[src/hw/rtl/avrm_pkg.sv]
// Shared types, constants and tables for the volume ramp and noise mixer.
`timescale 1ns / 1ps

package avrm_pkg;

  localparam int DIV_W   = 41;  // signed dividend / quotient width
  localparam int DVS_W   = 18;  // unsigned divisor width
  localparam int MUL_A_W = 33;
  localparam int MUL_B_W = 17;
  localparam int PROD_W  = MUL_A_W + MUL_B_W;
  localparam int ACC_W   = 52;

  typedef enum logic [3:0] {
    ST_IDLE,
    ST_TICK,
    ST_TICK_WAIT,
    ST_NZ_MUL,
    ST_NZ_WDIV,
    ST_NZ_WWAIT,
    ST_NZ_TDIV,
    ST_NZ_TWAIT,
    ST_MAC,
    ST_BQ_END,
    ST_MIX_MUL,
    ST_MIX_DIV,
    ST_MIX_WAIT,
    ST_FIN
  } state_t;

  typedef enum logic [3:0] {
    REG_VOLUME_STEP  = 4'd0,
    REG_NOISE_STEP   = 4'd1,
    REG_POPCORN_STEP = 4'd2,
    REG_RAMP_UP      = 4'd3,
    REG_RAMP_DOWN    = 4'd4,
    REG_UNMUTED      = 4'd5,
    REG_NOM_GAIN     = 4'd6,
    REG_TOGGLE_THR   = 4'd7
  } reg_idx_t;

  typedef struct packed {
    logic                     start;
    logic signed [DIV_W-1:0]  dividend;
    logic        [DVS_W-1:0]  divisor;
  } div_req_t;

  typedef struct packed {
    logic                     done;
    logic signed [DIV_W-1:0]  quotient;
  } div_rsp_t;

  function automatic logic [14:0] vol_table(input logic [4:0] idx);
    logic [14:0] v;
    case (idx)
      5'd0:  v = 15'd0;     5'd1:  v = 15'd100;   5'd2:  v = 15'd200;
      5'd3:  v = 15'd300;   5'd4:  v = 15'd400;   5'd5:  v = 15'd500;
      5'd6:  v = 15'd600;   5'd7:  v = 15'd700;   5'd8:  v = 15'd800;
      5'd9:  v = 15'd900;   5'd10: v = 15'd1000;  5'd11: v = 15'd1900;
      5'd12: v = 15'd2800;  5'd13: v = 15'd3700;  5'd14: v = 15'd4600;
      5'd15: v = 15'd5500;  5'd16: v = 15'd6400;  5'd17: v = 15'd7300;
      5'd18: v = 15'd8200;  5'd19: v = 15'd9100;  5'd20: v = 15'd10000;
      5'd21: v = 15'd11000; 5'd22: v = 15'd12000; 5'd23: v = 15'd13000;
      5'd24: v = 15'd14000; 5'd25: v = 15'd15000; 5'd26: v = 15'd16000;
      5'd27: v = 15'd17000; 5'd28: v = 15'd18000; 5'd29: v = 15'd19000;
      default: v = 15'd20000;
    endcase
    return v;
  endfunction

  function automatic logic [13:0] lvl_table(input logic [3:0] idx);
    logic [13:0] v;
    case (idx)
      4'd0: v = 14'd0;    4'd1: v = 14'd40;   4'd2: v = 14'd80;
      4'd3: v = 14'd270;  4'd4: v = 14'd640;  4'd5: v = 14'd1250;
      4'd6: v = 14'd2160; 4'd7: v = 14'd3430; 4'd8: v = 14'd5120;
      4'd9: v = 14'd7290;
      default: v = 14'd10000;
    endcase
    return v;
  endfunction

  // Q2.14 taps in MAC order x, x1, x2, y1, y2; feedback terms pre-negated
  function automatic logic signed [15:0] hp_coef(input logic stg, input logic [2:0] k);
    logic signed [15:0] c;
    case ({stg, k})
      4'b0_000: c = 16'sd13647;
      4'b0_001: c = -16'sd27294;
      4'b0_010: c = 16'sd13647;
      4'b0_011: c = 16'sd25732;
      4'b0_100: c = -16'sd12472;
      4'b1_000: c = 16'sd14673;
      4'b1_001: c = -16'sd29346;
      4'b1_010: c = 16'sd14673;
      4'b1_011: c = 16'sd27667;
      4'b1_100: c = -16'sd14642;
      default:  c = 16'sd0;
    endcase
    return c;
  endfunction

endpackage

[src/hw/rtl/audio_volume_ramp_noise_mixer_unit.sv]
// Top level: volume ramp, telegraph/white noise high-pass mix, stereo output.
`timescale 1ns / 1ps
// A ramp tick runs one divide (none if already on target), a sample with noise off
// one, a noisy sample three divides and two biquad passes before the result is valid.
// Throughput: one beat in flight; the next is taken from the cycle the result rises,
// later while an earlier result is still stalled.
// Reset (rst, synchronous): registers to their defaults, volume 0, telegraph
// sign positive, filter history cleared, no result pending.

module audio_volume_ramp_noise_mixer_unit (
  input  logic               clk,
  input  logic               rst,
  // item channel
  input  logic               item_valid,
  output logic               item_stall,
  input  logic               op,
  input  logic signed [15:0] sample_in,
  input  logic [15:0]        noise_draw,
  input  logic [15:0]        flip_draw,
  // result channel
  output logic               result_valid,
  input  logic               result_stall,
  output logic [31:0]        stereo_word,
  output logic [14:0]        volume_level,
  output logic               is_muted,
  // register write channel
  input  logic               cfg_valid,
  output logic               cfg_ready,
  input  logic [3:0]         cfg_index,
  input  logic [31:0]        cfg_data
);

  localparam int DW = avrm_pkg::DIV_W;
  localparam int PW = avrm_pkg::PROD_W;
  localparam int AW = avrm_pkg::ACC_W;

  // registers
  logic [4:0]  volume_step;
  logic [3:0]  noise_step;
  logic [3:0]  popcorn_step;
  logic [7:0]  ramp_up_div;
  logic [7:0]  ramp_down_div;
  logic        unmuted;
  logic [14:0] nominal_gain;
  logic [15:0] toggle_thr;

  avrm_pkg::state_t state, state_next;

  logic [14:0]             vol_now;
  logic                    tel_neg;
  logic signed [31:0]      hist [8];
  logic signed [15:0]      sample_r;
  logic [15:0]             draw_r;
  logic signed [DW-1:0]    white;
  logic signed [31:0]      xin;
  logic signed [AW-1:0]    acc;
  logic signed [PW-1:0]    prod;
  logic signed [24:0]      mixed;
  logic                    stg;
  logic [2:0]              cnt;
  logic [31:0]             res_word;
  logic                    up_dir;

  avrm_pkg::div_req_t div_req;
  avrm_pkg::div_rsp_t div_rsp;

  avrm_div u_div (
    .clk (clk),
    .rst (rst),
    .req (div_req),
    .rsp (div_rsp)
  );

  // derived config values
  logic [14:0] gain;
  logic [17:0] gain5;
  logic [13:0] wl, pl;
  logic        noise_on;
  logic [14:0] target;
  logic [7:0]  d_up, d_dn;
  logic [14:0] gap_up, gap_dn, gap;
  logic        tick_move;

  always_comb begin
    gain     = (nominal_gain == '0) ? 15'd1 : nominal_gain;
    gain5    = {1'b0, gain, 2'b00} + {3'b000, gain};
    wl       = avrm_pkg::lvl_table(noise_step);
    pl       = avrm_pkg::lvl_table(popcorn_step);
    noise_on = (noise_step != '0) || (popcorn_step != '0);
    target   = unmuted ? avrm_pkg::vol_table(volume_step > 5'd30 ? 5'd30 : volume_step)
                       : 15'd0;
    d_up     = (ramp_up_div == '0) ? 8'd1 : ramp_up_div;
    d_dn     = (ramp_down_div == '0) ? 8'd1 : ramp_down_div;
    gap_up   = target - vol_now;
    gap_dn   = vol_now - target;
    // gap clamped up to the divisor so the step is never below 1
    if (vol_now < target) gap = (gap_up < {7'b0, d_up}) ? {7'b0, d_up} : gap_up;
    else                  gap = (gap_dn < {7'b0, d_dn}) ? {7'b0, d_dn} : gap_dn;
    tick_move = (vol_now != target);
  end

  // shared multiplier operand select
  logic [1:0]                          cm1;
  logic [2:0]                          hidx;
  logic signed [31:0]                  mac_op;
  logic signed [16:0]                  draw_c;
  logic signed [avrm_pkg::MUL_A_W-1:0] mul_a;
  logic signed [avrm_pkg::MUL_B_W-1:0] mul_b;
  logic signed [15:0]                  coef;

  always_comb begin
    cm1    = 2'(cnt - 3'd1);
    hidx   = {stg, cm1};
    mac_op = (cnt == '0) ? xin : hist[hidx];
    draw_c = $signed({1'b0, draw_r}) - 17'sd32768;
    coef   = avrm_pkg::hp_coef(stg, cnt);
    case (state)
      avrm_pkg::ST_NZ_MUL: begin
        mul_a = {{16{draw_c[16]}}, draw_c};
        mul_b = {3'b000, wl};
      end
      avrm_pkg::ST_MIX_MUL: begin
        mul_a = {{8{mixed[24]}}, mixed};
        mul_b = {2'b00, vol_now};
      end
      default: begin
        mul_a = {mac_op[31], mac_op};
        mul_b = {coef[15], coef};
      end
    endcase
  end

  // biquad output: floor by 2^14, saturate, then trunc toward zero by 256
  logic signed [AW-15:0] acc_sh;
  logic signed [31:0]    yq;
  logic signed [32:0]    y_adj;
  logic signed [23:0]    ytr;

  always_comb begin
    acc_sh = acc[AW-1:14];
    if (acc_sh > $signed(38'sh7FFF_FFFF))       yq = 32'sh7FFF_FFFF;
    else if (acc_sh < -$signed(38'sh8000_0000)) yq = -32'sh8000_0000;
    else                                        yq = acc_sh[31:0];
    y_adj = yq[31] ? ({yq[31], yq} + 33'sd255) : {yq[31], yq};
    ytr   = 24'(y_adj >>> 8);
  end

  // white plus telegraph, saturated to 32 bits
  logic signed [DW-1:0] tq;
  logic signed [DW:0]   nsum;
  logic signed [31:0]   nsat;
  logic signed [15:0]   s16;

  always_comb begin
    tq   = tel_neg ? -div_rsp.quotient : div_rsp.quotient;
    nsum = {white[DW-1], white} + {tq[DW-1], tq};
    if (nsum > $signed(42'sh7FFF_FFFF))       nsat = 32'sh7FFF_FFFF;
    else if (nsum < -$signed(42'sh8000_0000)) nsat = -32'sh8000_0000;
    else                                      nsat = nsum[31:0];
    if (div_rsp.quotient > $signed(41'sd32767))       s16 = 16'sh7FFF;
    else if (div_rsp.quotient < -$signed(41'sd32768)) s16 = -16'sh8000;
    else                                              s16 = div_rsp.quotient[15:0];
  end

  // next state
  always_comb begin
    state_next = state;
    case (state)
      avrm_pkg::ST_IDLE: begin
        if (item_valid) begin
          if (op)            state_next = avrm_pkg::ST_TICK;
          else if (noise_on) state_next = avrm_pkg::ST_NZ_MUL;
          else               state_next = avrm_pkg::ST_MIX_MUL;
        end
      end
      avrm_pkg::ST_TICK:      state_next = tick_move ? avrm_pkg::ST_TICK_WAIT
                                                     : avrm_pkg::ST_FIN;
      avrm_pkg::ST_TICK_WAIT: if (div_rsp.done) state_next = avrm_pkg::ST_FIN;
      avrm_pkg::ST_NZ_MUL:    state_next = avrm_pkg::ST_NZ_WDIV;
      avrm_pkg::ST_NZ_WDIV:   state_next = avrm_pkg::ST_NZ_WWAIT;
      avrm_pkg::ST_NZ_WWAIT:  if (div_rsp.done) state_next = avrm_pkg::ST_NZ_TDIV;
      avrm_pkg::ST_NZ_TDIV:   state_next = avrm_pkg::ST_NZ_TWAIT;
      avrm_pkg::ST_NZ_TWAIT:  if (div_rsp.done) state_next = avrm_pkg::ST_MAC;
      avrm_pkg::ST_MAC:       if (cnt == 3'd5) state_next = avrm_pkg::ST_BQ_END;
      avrm_pkg::ST_BQ_END:    state_next = stg ? avrm_pkg::ST_MIX_MUL : avrm_pkg::ST_MAC;
      avrm_pkg::ST_MIX_MUL:   state_next = avrm_pkg::ST_MIX_DIV;
      avrm_pkg::ST_MIX_DIV:   state_next = avrm_pkg::ST_MIX_WAIT;
      avrm_pkg::ST_MIX_WAIT:  if (div_rsp.done) state_next = avrm_pkg::ST_FIN;
      avrm_pkg::ST_FIN:       if (!result_valid || !result_stall) state_next = avrm_pkg::ST_IDLE;
      default:                state_next = avrm_pkg::ST_IDLE;
    endcase
  end

  // outputs to the divider and the item channel
  always_comb begin
    item_stall       = (state != avrm_pkg::ST_IDLE);
    div_req.start    = 1'b0;
    div_req.dividend = {{(DW-15){1'b0}}, gap};
    div_req.divisor  = up_dir ? {10'b0, d_up} : {10'b0, d_dn};
    case (state)
      avrm_pkg::ST_TICK: begin
        div_req.start   = tick_move;
        div_req.divisor = (vol_now < target) ? {10'b0, d_up} : {10'b0, d_dn};
      end
      avrm_pkg::ST_NZ_WDIV: begin
        div_req.start    = 1'b1;
        div_req.dividend = {prod[32:0], 8'b0};
        div_req.divisor  = gain5;
      end
      avrm_pkg::ST_NZ_TDIV: begin
        div_req.start    = 1'b1;
        div_req.dividend = {4'b0, pl, 23'b0};
        div_req.divisor  = {3'b0, gain};
      end
      avrm_pkg::ST_MIX_DIV: begin
        div_req.start    = 1'b1;
        div_req.dividend = prod[DW-1:0];
        div_req.divisor  = {3'b0, gain};
      end
      default: ;
    endcase
  end

  assign cfg_ready = 1'b1;

  // config registers
  always_ff @(posedge clk) begin
    if (rst) begin
      volume_step   <= 5'd10;
      noise_step    <= '0;
      popcorn_step  <= '0;
      ramp_up_div   <= '0;
      ramp_down_div <= '0;
      unmuted       <= 1'b0;
      nominal_gain  <= 15'd1000;
      toggle_thr    <= 16'd82;
    end else if (cfg_valid) begin
      case (cfg_index)
        avrm_pkg::REG_VOLUME_STEP:  volume_step   <= cfg_data[4:0];
        avrm_pkg::REG_NOISE_STEP:   noise_step    <= cfg_data[3:0];
        avrm_pkg::REG_POPCORN_STEP: popcorn_step  <= cfg_data[3:0];
        avrm_pkg::REG_RAMP_UP:      ramp_up_div   <= cfg_data[7:0];
        avrm_pkg::REG_RAMP_DOWN:    ramp_down_div <= cfg_data[7:0];
        avrm_pkg::REG_UNMUTED:      unmuted       <= cfg_data[0];
        avrm_pkg::REG_NOM_GAIN:     nominal_gain  <= cfg_data[14:0];
        avrm_pkg::REG_TOGGLE_THR:   toggle_thr    <= cfg_data[15:0];
        default: ;
      endcase
    end
  end

  // datapath, payload regs without reset
  always_ff @(posedge clk) begin
    prod <= mul_a * mul_b;
    case (state)
      avrm_pkg::ST_IDLE: begin
        sample_r <= sample_in;
        draw_r   <= noise_draw;
        mixed    <= {{9{sample_in[15]}}, sample_in};
        res_word <= '0;
        stg      <= 1'b0;
        cnt      <= '0;
      end
      avrm_pkg::ST_TICK:     up_dir <= (vol_now < target);
      avrm_pkg::ST_NZ_WWAIT: if (div_rsp.done) white <= div_rsp.quotient;
      avrm_pkg::ST_NZ_TWAIT: if (div_rsp.done) xin <= nsat;
      avrm_pkg::ST_MAC: begin
        if (cnt == 3'd1) acc <= {{(AW-PW){prod[PW-1]}}, prod};
        else if (cnt != '0) acc <= acc + {{(AW-PW){prod[PW-1]}}, prod};
        cnt <= cnt + 3'd1;
      end
      avrm_pkg::ST_BQ_END: begin
        xin <= yq;
        cnt <= '0;
        stg <= 1'b1;
        if (stg) mixed <= {{9{sample_r[15]}}, sample_r} + {ytr[23], ytr};
      end
      avrm_pkg::ST_MIX_WAIT: if (div_rsp.done) res_word <= {s16, s16};
      default: ;
    endcase
  end

  // control state
  always_ff @(posedge clk) begin
    if (rst) begin
      state        <= avrm_pkg::ST_IDLE;
      vol_now      <= '0;
      tel_neg      <= 1'b0;
      result_valid <= 1'b0;
      for (int i = 0; i < 8; i++) hist[i] <= '0;
    end else begin
      state <= state_next;
      if (result_valid && !result_stall) result_valid <= 1'b0;
      case (state)
        avrm_pkg::ST_IDLE: begin
          // telegraph flips only on a noisy sample beat
          if (item_valid && !op && noise_on && (flip_draw < toggle_thr))
            tel_neg <= !tel_neg;
        end
        avrm_pkg::ST_TICK_WAIT: begin
          if (div_rsp.done) begin
            if (up_dir) vol_now <= vol_now + div_rsp.quotient[14:0];
            else        vol_now <= vol_now - div_rsp.quotient[14:0];
          end
        end
        avrm_pkg::ST_BQ_END: begin
          if (stg) begin
            hist[5] <= hist[4]; hist[4] <= xin;
            hist[7] <= hist[6]; hist[6] <= yq;
          end else begin
            hist[1] <= hist[0]; hist[0] <= xin;
            hist[3] <= hist[2]; hist[2] <= yq;
          end
        end
        avrm_pkg::ST_FIN: begin
          if (!result_valid || !result_stall) begin
            result_valid <= 1'b1;
            stereo_word  <= res_word;
            volume_level <= vol_now;
            is_muted     <= !unmuted && (vol_now == '0);
          end
        end
        default: ;
      endcase
    end
  end

`ifndef SYNTHESIS
  a_busy_after_accept: assert property (@(posedge clk) disable iff (rst)
    item_valid && !item_stall |=> item_stall)
    else $error("block took a beat but did not go busy");

  a_result_from_fin: assert property (@(posedge clk) disable iff (rst)
    $rose(result_valid) |-> $past(state) == avrm_pkg::ST_FIN)
    else $error("result raised outside the finish step");

  a_div_done_waited: assert property (@(posedge clk) disable iff (rst)
    div_rsp.done |-> (state == avrm_pkg::ST_TICK_WAIT || state == avrm_pkg::ST_NZ_WWAIT ||
                      state == avrm_pkg::ST_NZ_TWAIT || state == avrm_pkg::ST_MIX_WAIT))
    else $error("divider finished with no one waiting");
`endif

endmodule

[src/hw/rtl/avrm_div.sv]
// Radix-2 restoring signed divider, truncating toward zero.
`timescale 1ns / 1ps

module avrm_div (
  input  logic               clk,
  input  logic               rst,
  input  avrm_pkg::div_req_t req,
  output avrm_pkg::div_rsp_t rsp
);

  localparam int DW  = avrm_pkg::DIV_W;
  localparam int VW  = avrm_pkg::DVS_W;
  localparam int CW  = $clog2(DW);

  logic          busy;
  logic          done;
  logic [CW-1:0] cnt;
  logic          neg;
  logic [DW-1:0] q;
  logic [VW-1:0] rem;
  logic [VW-1:0] dvs;
  logic [VW:0]   rem_sh;
  logic [VW-1:0] rem_next;
  logic [DW-1:0] q_next;

  always_comb begin
    rem_sh = {rem, q[DW-1]};
    if (rem_sh >= {1'b0, dvs}) begin
      rem_next = VW'(rem_sh - {1'b0, dvs});
      q_next   = {q[DW-2:0], 1'b1};
    end else begin
      rem_next = rem_sh[VW-1:0];
      q_next   = {q[DW-2:0], 1'b0};
    end
  end

  always_ff @(posedge clk) begin
    if (rst) begin
      busy <= 1'b0;
      done <= 1'b0;
    end else begin
      done <= 1'b0;
      if (req.start) begin
        busy <= 1'b1;
        cnt  <= CW'(DW - 1);
        neg  <= req.dividend[DW-1];
        q    <= req.dividend[DW-1] ? DW'(-req.dividend) : DW'(req.dividend);
        rem  <= '0;
        dvs  <= req.divisor;
      end else if (busy) begin
        rem <= rem_next;
        q   <= q_next;
        if (cnt == '0) begin
          busy <= 1'b0;
          done <= 1'b1;
        end else begin
          cnt <= cnt - 1'b1;
        end
      end
    end
  end

  assign rsp.done     = done;
  assign rsp.quotient = neg ? -$signed(q) : $signed(q);

endmodule
[config.mk]
export PLATFORM = sky130hd
export DESIGN_NAME = audio_volume_ramp_noise_mixer_unit
export DESIGN_NICKNAME = d
export VERILOG_FILES = /design/src/hw/rtl/avrm_pkg.sv /design/src/hw/rtl/audio_volume_ramp_noise_mixer_unit.sv /design/src/hw/rtl/avrm_div.sv
export SDC_FILE = /design/constraint.sdc
export NUM_CORES = 2
export LEC_CHECK = 0
export BUFFER_PORTS_ARGS = -buffer_cell sky130_fd_sc_hd__buf_2
export CAP_MARGIN = 10
export CORE_MARGIN = 2
export CORE_UTILIZATION = 60
export CTS_CLUSTER_SIZE = 40
export DETAILED_ROUTE_END_ITERATION = 7
export PLACE_DENSITY = 0.76
export SETUP_SLACK_MARGIN = 0.2
export SLEW_MARGIN = 20
export SYNTH_ARGS = -nofsm -noshare
export SYNTH_HDL_FRONTEND = slang
export SYNTH_SLANG_ARGS = --single-unit
[constraint.sdc]
create_clock -name clk -period 12.94 [get_ports clk]
set_input_delay 1.294 -clock clk [delete_from_list [all_inputs] [get_ports clk]]
set_output_delay 1.294 -clock clk [all_outputs]
set_load 0.01 [all_outputs]
# Yosys cells after proc, flatten, opt, wreduce, memory -nomap -nowiden
# Memory sizes are Yosys's and may differ from the RTL's. A register that Yosys moved wholly into a read port is not among the register bits.
# Index checks and enable logic that the tools add are counted.
[word_totals] output_inout_bits=51 ff_bits=485 ram_bits=256 rom_bits=1088 memories=5 in_bits=90
[classes] n_reduce_logical=55 order_cmp=12 eq_ne=32 n_mul=1 n_mux=84 n_addsub=17 bitwise_logic=10
[memory_table] memory="(name not given)" depth=32 word_bits=13 read_ports=1 rd_clocked_by_memory_dff=0 write_ports=0 line="avrm_pkg.sv:54" text="case (idx)"
[memory_table] memory="(name not given)" depth=16 word_bits=16 read_ports=1 rd_clocked_by_memory_dff=0 write_ports=0 line="avrm_pkg.sv:85" text="case ({stg, k})"
[memory_table] memory="hist" depth=8 word_bits=32 read_ports=5 rd_clocked_by_memory_dff=0 write_ports=8 line="audio_volume_ramp_noise_mixer_unit.sv:51" text="logic signed [31:0] hist [8];"
[memory_table] memory="(name not given)" depth=16 word_bits=13 read_ports=1 rd_clocked_by_memory_dff=1 write_ports=0 line="avrm_pkg.sv:72" text="case (idx)"
[memory_table] memory="(name not given)" depth=16 word_bits=13 read_ports=1 rd_clocked_by_memory_dff=1 write_ports=0 line="avrm_pkg.sv:72"
[op_table] op="2-to-1 mux 32 bit" count=16
[op_table] op="2-to-1 mux 41 bit" count=5
[op_table] op="one-hot mux 32 bit (2 select lines)" count=2
[op_table] op="negator 41 bit" count=3
[op_table] op="one-hot mux 41 bit (3 select lines)" count=1
[op_table] op="2-to-1 mux 52 bit" count=2
[op_table] op="2-to-1 mux 15 bit" count=6
[op_table] op="one-hot mux 33 bit (2 select lines)" count=1
[op_table] op="one-hot mux 18 bit (3 select lines)" count=1
[op_table] op="adder 52 bit" count=1
[op_table] op="2-to-1 mux 4 bit" count=13
[op_table] op="one-hot mux 4 bit (13 select lines)" count=1
[op_table] op="multiplier 33 x 17 -> 50 bit" count=1
[op_table] op="one-hot mux 25 bit (2 select lines)" count=1
[op_table] op="subtractor 15 bit" count=3
[op_table] op="adder 41 x 41 -> 42 bit" count=1
[op_table] op="greater-than comparator 42 x 32 -> 1 bit, second input constant" count=1
[op_table] op="< comparator 42 x 32 -> 1 bit, second input constant" count=1
[op_table] op="greater-than comparator 41 x 16 -> 1 bit, second input constant" count=1
[op_table] op="< comparator 41 x 16 -> 1 bit, second input constant" count=1
[op_table] op="greater-than comparator 38 x 32 -> 1 bit, second input constant" count=1
[op_table] op="< comparator 38 x 32 -> 1 bit, second input constant" count=1
[op_table] op="2-to-1 mux 18 bit" count=2
[op_table] op="one-hot mux 17 bit (2 select lines)" count=1
[op_table] op="50 further kinds" count=144

# Depth between registers and ports, before layout
# An unclocked memory read counts as a cell.
[logic_depth] word_depth=12 mapped_depth=37 ltp_nobuf=32

# Modules after synthesis
# Synthesis repeated with hierarchy kept, for this count alone.
[unflattened] cells_unflattened=6771 hier_area_um2=63430.8
[by_module_without_submodules] mod="audio_volume_ramp_noise_mixer_unit" seq_area_each_um2=17266.6 n_inst=1 area_per_inst_um2=57358.8 cells_per_inst=6124
[by_module_without_submodules] mod="avrm_div" seq_area_each_um2=2562.5 n_inst=1 area_per_inst_um2=6072.1 cells_per_inst=647

# Worst setup path before layout
# No wires, ideal clock.
[synth_path] path_kind="reg-to-reg" start="reg cnt[0]" end="reg prod[45]" arrival_time_ps=9249 stages_incl_launch_ff=37 slack_ps=3619 n_path_buf=5 synth_period_minus_slack_ps=9321 path_cell_list="edfxtp_1 > clkbuf_1 > clkbuf_1 > inv_1 > ha_1 > clkbuf_1 > buf_1 > mux2i_1 > a211oi_1 > a21oi_1 > nand2_1 > clkbuf_1 > nand2_1 > fa_1 > inv_1 > fa_1 > inv_1 > fa_1 > inv_1 > fa_1 > fa_1 > inv_1 > fa_1 > inv_1 > ha_1 > a21o_1 > a21o_1 > a21oi_1 > o221ai_1 > o31a_1 > a311oi_1 > a21oi_1 > a211o_1 > a211o_1 > a21bo_2 > a21oi_1 > xnor2_1"
[synth_via] elab_chain_cells=5 word_cells_on_any_way=8 cone_classes="add/sub (1); mul (1); mux (3); reduce/logical (1); memory (2)"
[synth_rtl] element="from (decl)" line="audio_volume_ramp_noise_mixer_unit.sv:60" text="logic [2:0] cnt;"
[synth_rtl] element="from (signal assigned)" line="audio_volume_ramp_noise_mixer_unit.sv:270" text="cnt <= cnt + 3'd1;"
[synth_rtl] element="subtractor 2 x 1 -> 2 bit" line="audio_volume_ramp_noise_mixer_unit.sv:112" text="cm1 = 2'(cnt - 3'd1);"
[synth_rtl] element="net cm1[0]" line="audio_volume_ramp_noise_mixer_unit.sv:103" text="logic [1:0] cm1;"
[synth_rtl] element="memory read (8 x 32 bit)"
[synth_rtl] element="2-to-1 mux 32 bit" line="audio_volume_ramp_noise_mixer_unit.sv:114" text="mac_op = (cnt == '0) ? xin : hist[hidx];"
[synth_rtl] element="one-hot mux 33 bit (2 select lines)" line="audio_volume_ramp_noise_mixer_unit.sv:117" text="case (state)"
[synth_rtl] element="multiplier 33 x 17 -> 50 bit" line="audio_volume_ramp_noise_mixer_unit.sv:254" text="prod <= mul_a * mul_b;"
[synth_rtl] element="to (signal assigned)" line="audio_volume_ramp_noise_mixer_unit.sv:254"
[synth_rtl] element="to (decl)" line="audio_volume_ramp_noise_mixer_unit.sv:57" text="logic signed [PW-1:0] prod;"
# The timed path passes the listed nets, and every way through them passes these cells.
# A chain may end at the register's enable or synchronous reset.

# Worst setup path after layout
[layout_path] start="reg state[3]" end="reg prod[48]"
[layout_via] elab_chain_cells=3 word_cells_on_any_way=5 cone_classes="mul (1); eq/ne (2); mux (2)"
[layout_rtl] element="from (decl)" line="audio_volume_ramp_noise_mixer_unit.sv:47" text="avrm_pkg::state_t state, state_next;"
[layout_rtl] element="from (signal assigned)" line="audio_volume_ramp_noise_mixer_unit.sv:286" text="state <= avrm_pkg::ST_IDLE;"
[layout_rtl] element="from (signal assigned)" line="audio_volume_ramp_noise_mixer_unit.sv:292" text="state <= state_next;"
[layout_rtl] element="equality test 4 bit / equality test 4 x 2 -> 1 bit (equally long branches)" line="audio_volume_ramp_noise_mixer_unit.sv:117"
[layout_rtl] element="one-hot mux 33 bit (2 select lines) / one-hot mux 17 bit (2 select lines) (equally long branches)" line="audio_volume_ramp_noise_mixer_unit.sv:117"
[layout_rtl] element="multiplier 33 x 17 -> 50 bit (*)" line="audio_volume_ramp_noise_mixer_unit.sv:254"
# Every way passes the cells marked *; elsewhere a longest branch is shown, timed or not.

==> flow_summary.toml <==
[synthesis]
ys_ff_latch = 735
yosysSeqAreaShare_pct = 31.2
syn_area_per_cell_sq_um = 9.40
yosys_warnings = 0
synth_flop_cell = "edfxtp_1"
synth-edff-count = 511
synthCells = 6767
netlist.top_cell.by_area = "edfxtp_1"
async_reset_ff_share_pct = 0
synthDistinctLibCells = 106
synth_nets = 7743
synth_top_area_share_pct = 24.1
syn-cell-area_sq_um = 63600
netlist_top_cells_area = "edfxtp_1, fa_1, dfxtp_1"

[clock_tree]
path_clk_slew_ns = 0.06
cts_hold_buf = 0
postCtsSetupRepairBufs = 0
cts.sinks = 735
numCtsBuffers = 82
clk_path_buf_depth = 3
insertion_delay_ns = 0.69
post_cts_resized = 0
htreeDepth = 3
cts_tree = "done"
cts-root-buf = "clkbuf_16"

[critical_path]
path_buf_inv = 6
path_common_cell = "fa_1"
cpLargestDelayFamily = "adder cells"
cpMaxStageDelayCell = "o21ai_2"
cp_num_cells = 28
r2r_end = "prod[48]$_DFF_P_"
cp.arrival_ns = 10.97
start_kind = "flip-flop"
critical_path_class = "flip-flop to flip-flop"
crit_path_end = "prod[48]$_DFF_P_"
critPathLaunch = "state[3]$_SDFFE_PP0P_"
reg2reg_from = "state[3]$_SDFFE_PP0P_"
r2r_setup_slack_ns = 2.58
ff2ff_path_depth = 28
cp_slowest_stage_delay_ns = 0.92
cp_max_fo = 27
end_kind = "flip-flop"
cp.required_ns = 13.55

[route]
route.detailed.drc = 0
vias = 50866
drtIter0Drc = 5377
firstDrtPassIters = 8
routedWlPerCell_um = 22.8
finalWirelength_mm = 187
ant_nets = 0
via_per_inst = 6.21

[placement]
io_buffers = 123
pre_cts_ws_ns = 2.71
dp_hpwl_mm = 139
dpl_cell_area_sq_um = 65600
gp_congestion = 0.966

[timing]
fin_crit_sh_pct = 80.0
rsz0062_at_grt = "no"
final-max-slew-violation-count = 0
tns_ns = 0
finalHoldViolCount = 0
max_freq_mhz = 96.6
finalSetupViolCount = 0
timing.final.ws_setup_ns = 2.58
fin_skew_ns = 0.0308
fin_crit_ns = 10.36
timing.slew.headroom_pct = 21.1
tightest_slew_ns = 1.18

[cells_and_area]
multi_input_area_sq_um = 39600
utilization_pct = 64.9
nFillCells = 8483
fin_nets = 7704
final_common_cell = "inv_1"
final_area_sq_um = 68300
drive_gt1_share_pct = 7.65
seqCellArea_sq_um = 19800
final_cell_mix = "inv_1, nand2_1, nor2_1"
antenna_cells = 0
area_delta_synth_final_pct = 7.44

[die]
die_y_um = 330
rows = 119
start_util_pct = 60.4
design.die.area_sq_um = 109000
fp.dieW_um = 330
io_pins = 141
coreArea_sq_um = 105000

[global_route]
antenna_found_initial = 1
grt_remaining_overflow = 0
grt_max_degree = 98
grt_pass1_wl_mm = 287
grt_pass1_vias = 50304
gr-usage-all-layers_pct = 34.4

[job]
cap_violations = 0

[hold_path]
hp-class = "flip-flop to flip-flop"

[status]
status = "finished, final reports clean"
[layer usage]
metal  GRT usage [%]  wire, um  vias up
li1                -         -    22926
met1            45.2     73300    25104
met2            55.0     86700     2378
met3            6.55     16800      454
met4            17.0     10100        4
met5               0        27        -
[cell families after synthesis]
family	Yosys count	share of synthesized area, %
simple gates	2109	15.4
compound gates	1376	14.0
buf+inv	1156	7.06
fa+ha+maj	886	23.7
flops	735	31.2
xor+xnor	328	4.54
mux	176	4.04
other cells	1	0.00590
[stage by stage]
step / instances / hold slack, ns
3_5_place_dp: 8035 / 0.405
2_1_floorplan: 6767 / 0.400
3_3_place_gp: 8035 / 0.404
4_1_cts: 8189 / 0.418
5_1_grt: 8189 / 0.422
6_report: 8189 / 0.417
[sequential cells by signal, indices dropped and copies added (netlist names), 16 cells and up]
register,count
stereo_word,16
u_div.q,41
sample_r,16
toggle_thr,16
xin,32
res_word,16
u_div.rem,18
acc,52
u_div.dvs,18
prod,50
draw_r,16
hist,256
mixed,25
white,41
[cell usage after synthesis (36+ instances only)]
| library cell | number |
|---|---|
| nor3_1 | 85 |
| a21oi_1 | 382 |
| nand2_1 | 773 |
| nor2b_1 | 63 |
| a211oi_1 | 45 |
| nand2b_1 | 56 |
| o21ai_0 | 281 |
| and3_1 | 40 |
| o21bai_1 | 36 |
| a22o_1 | 43 |
| o31ai_1 | 44 |
| edfxtp_1 | 511 |
| o21a_1 | 56 |
| ha_1 | 352 |
| fa_1 | 534 |
| a31oi_1 | 36 |
| and2_1 | 210 |
| xor2_1 | 103 |
| nand4_1 | 44 |
| nor2_1 | 584 |
| mux2i_1 | 107 |
| o21ai_1 | 43 |
| a22oi_1 | 77 |
| mux4_2 | 64 |
| inv_1 | 806 |
| a21o_1 | 103 |
| clkbuf_1 | 283 |
| xnor2_1 | 223 |
| nand3_1 | 82 |
| dfxtp_1 | 224 |
[how the worst min path moves through the flow]
| stage | to | start | cells past startpoint |
|---|---|---|---|
| floorplan | stereo_word[15]$_DFFE_PP_ | res_word[15]$_SDFFCE_PP0P_ | 0 |
| CTS | stereo_word[20]$_DFFE_PP_ | res_word[20]$_SDFFCE_PN0P_ | 0 |
| global placement | stereo_word[27]$_DFFE_PP_ | res_word[27]$_SDFFCE_PN0P_ | 0 |
| finish | stereo_word[18]$_DFFE_PP_ | res_word[18]$_SDFFCE_PN0P_ | 0 |
| global route | stereo_word[18]$_DFFE_PP_ | res_word[18]$_SDFFCE_PN0P_ | 0 |
| detailed placement | stereo_word[20]$_DFFE_PP_ | res_word[20]$_SDFFCE_PN0P_ | 0 |
[layout make-up]
type	count	share of cell area, %
clock buffer	112	3.27
clock inverter	42	0.753
inverter	809	4.44
multi-input combinational	4876	57.9
sequential	735	29.0
tap	1391	2.55
timing repair buffer	224	2.03
Power is not shown: default switching activity piles up to over one toggle a cycle in this logic, so the estimate is an artifact.
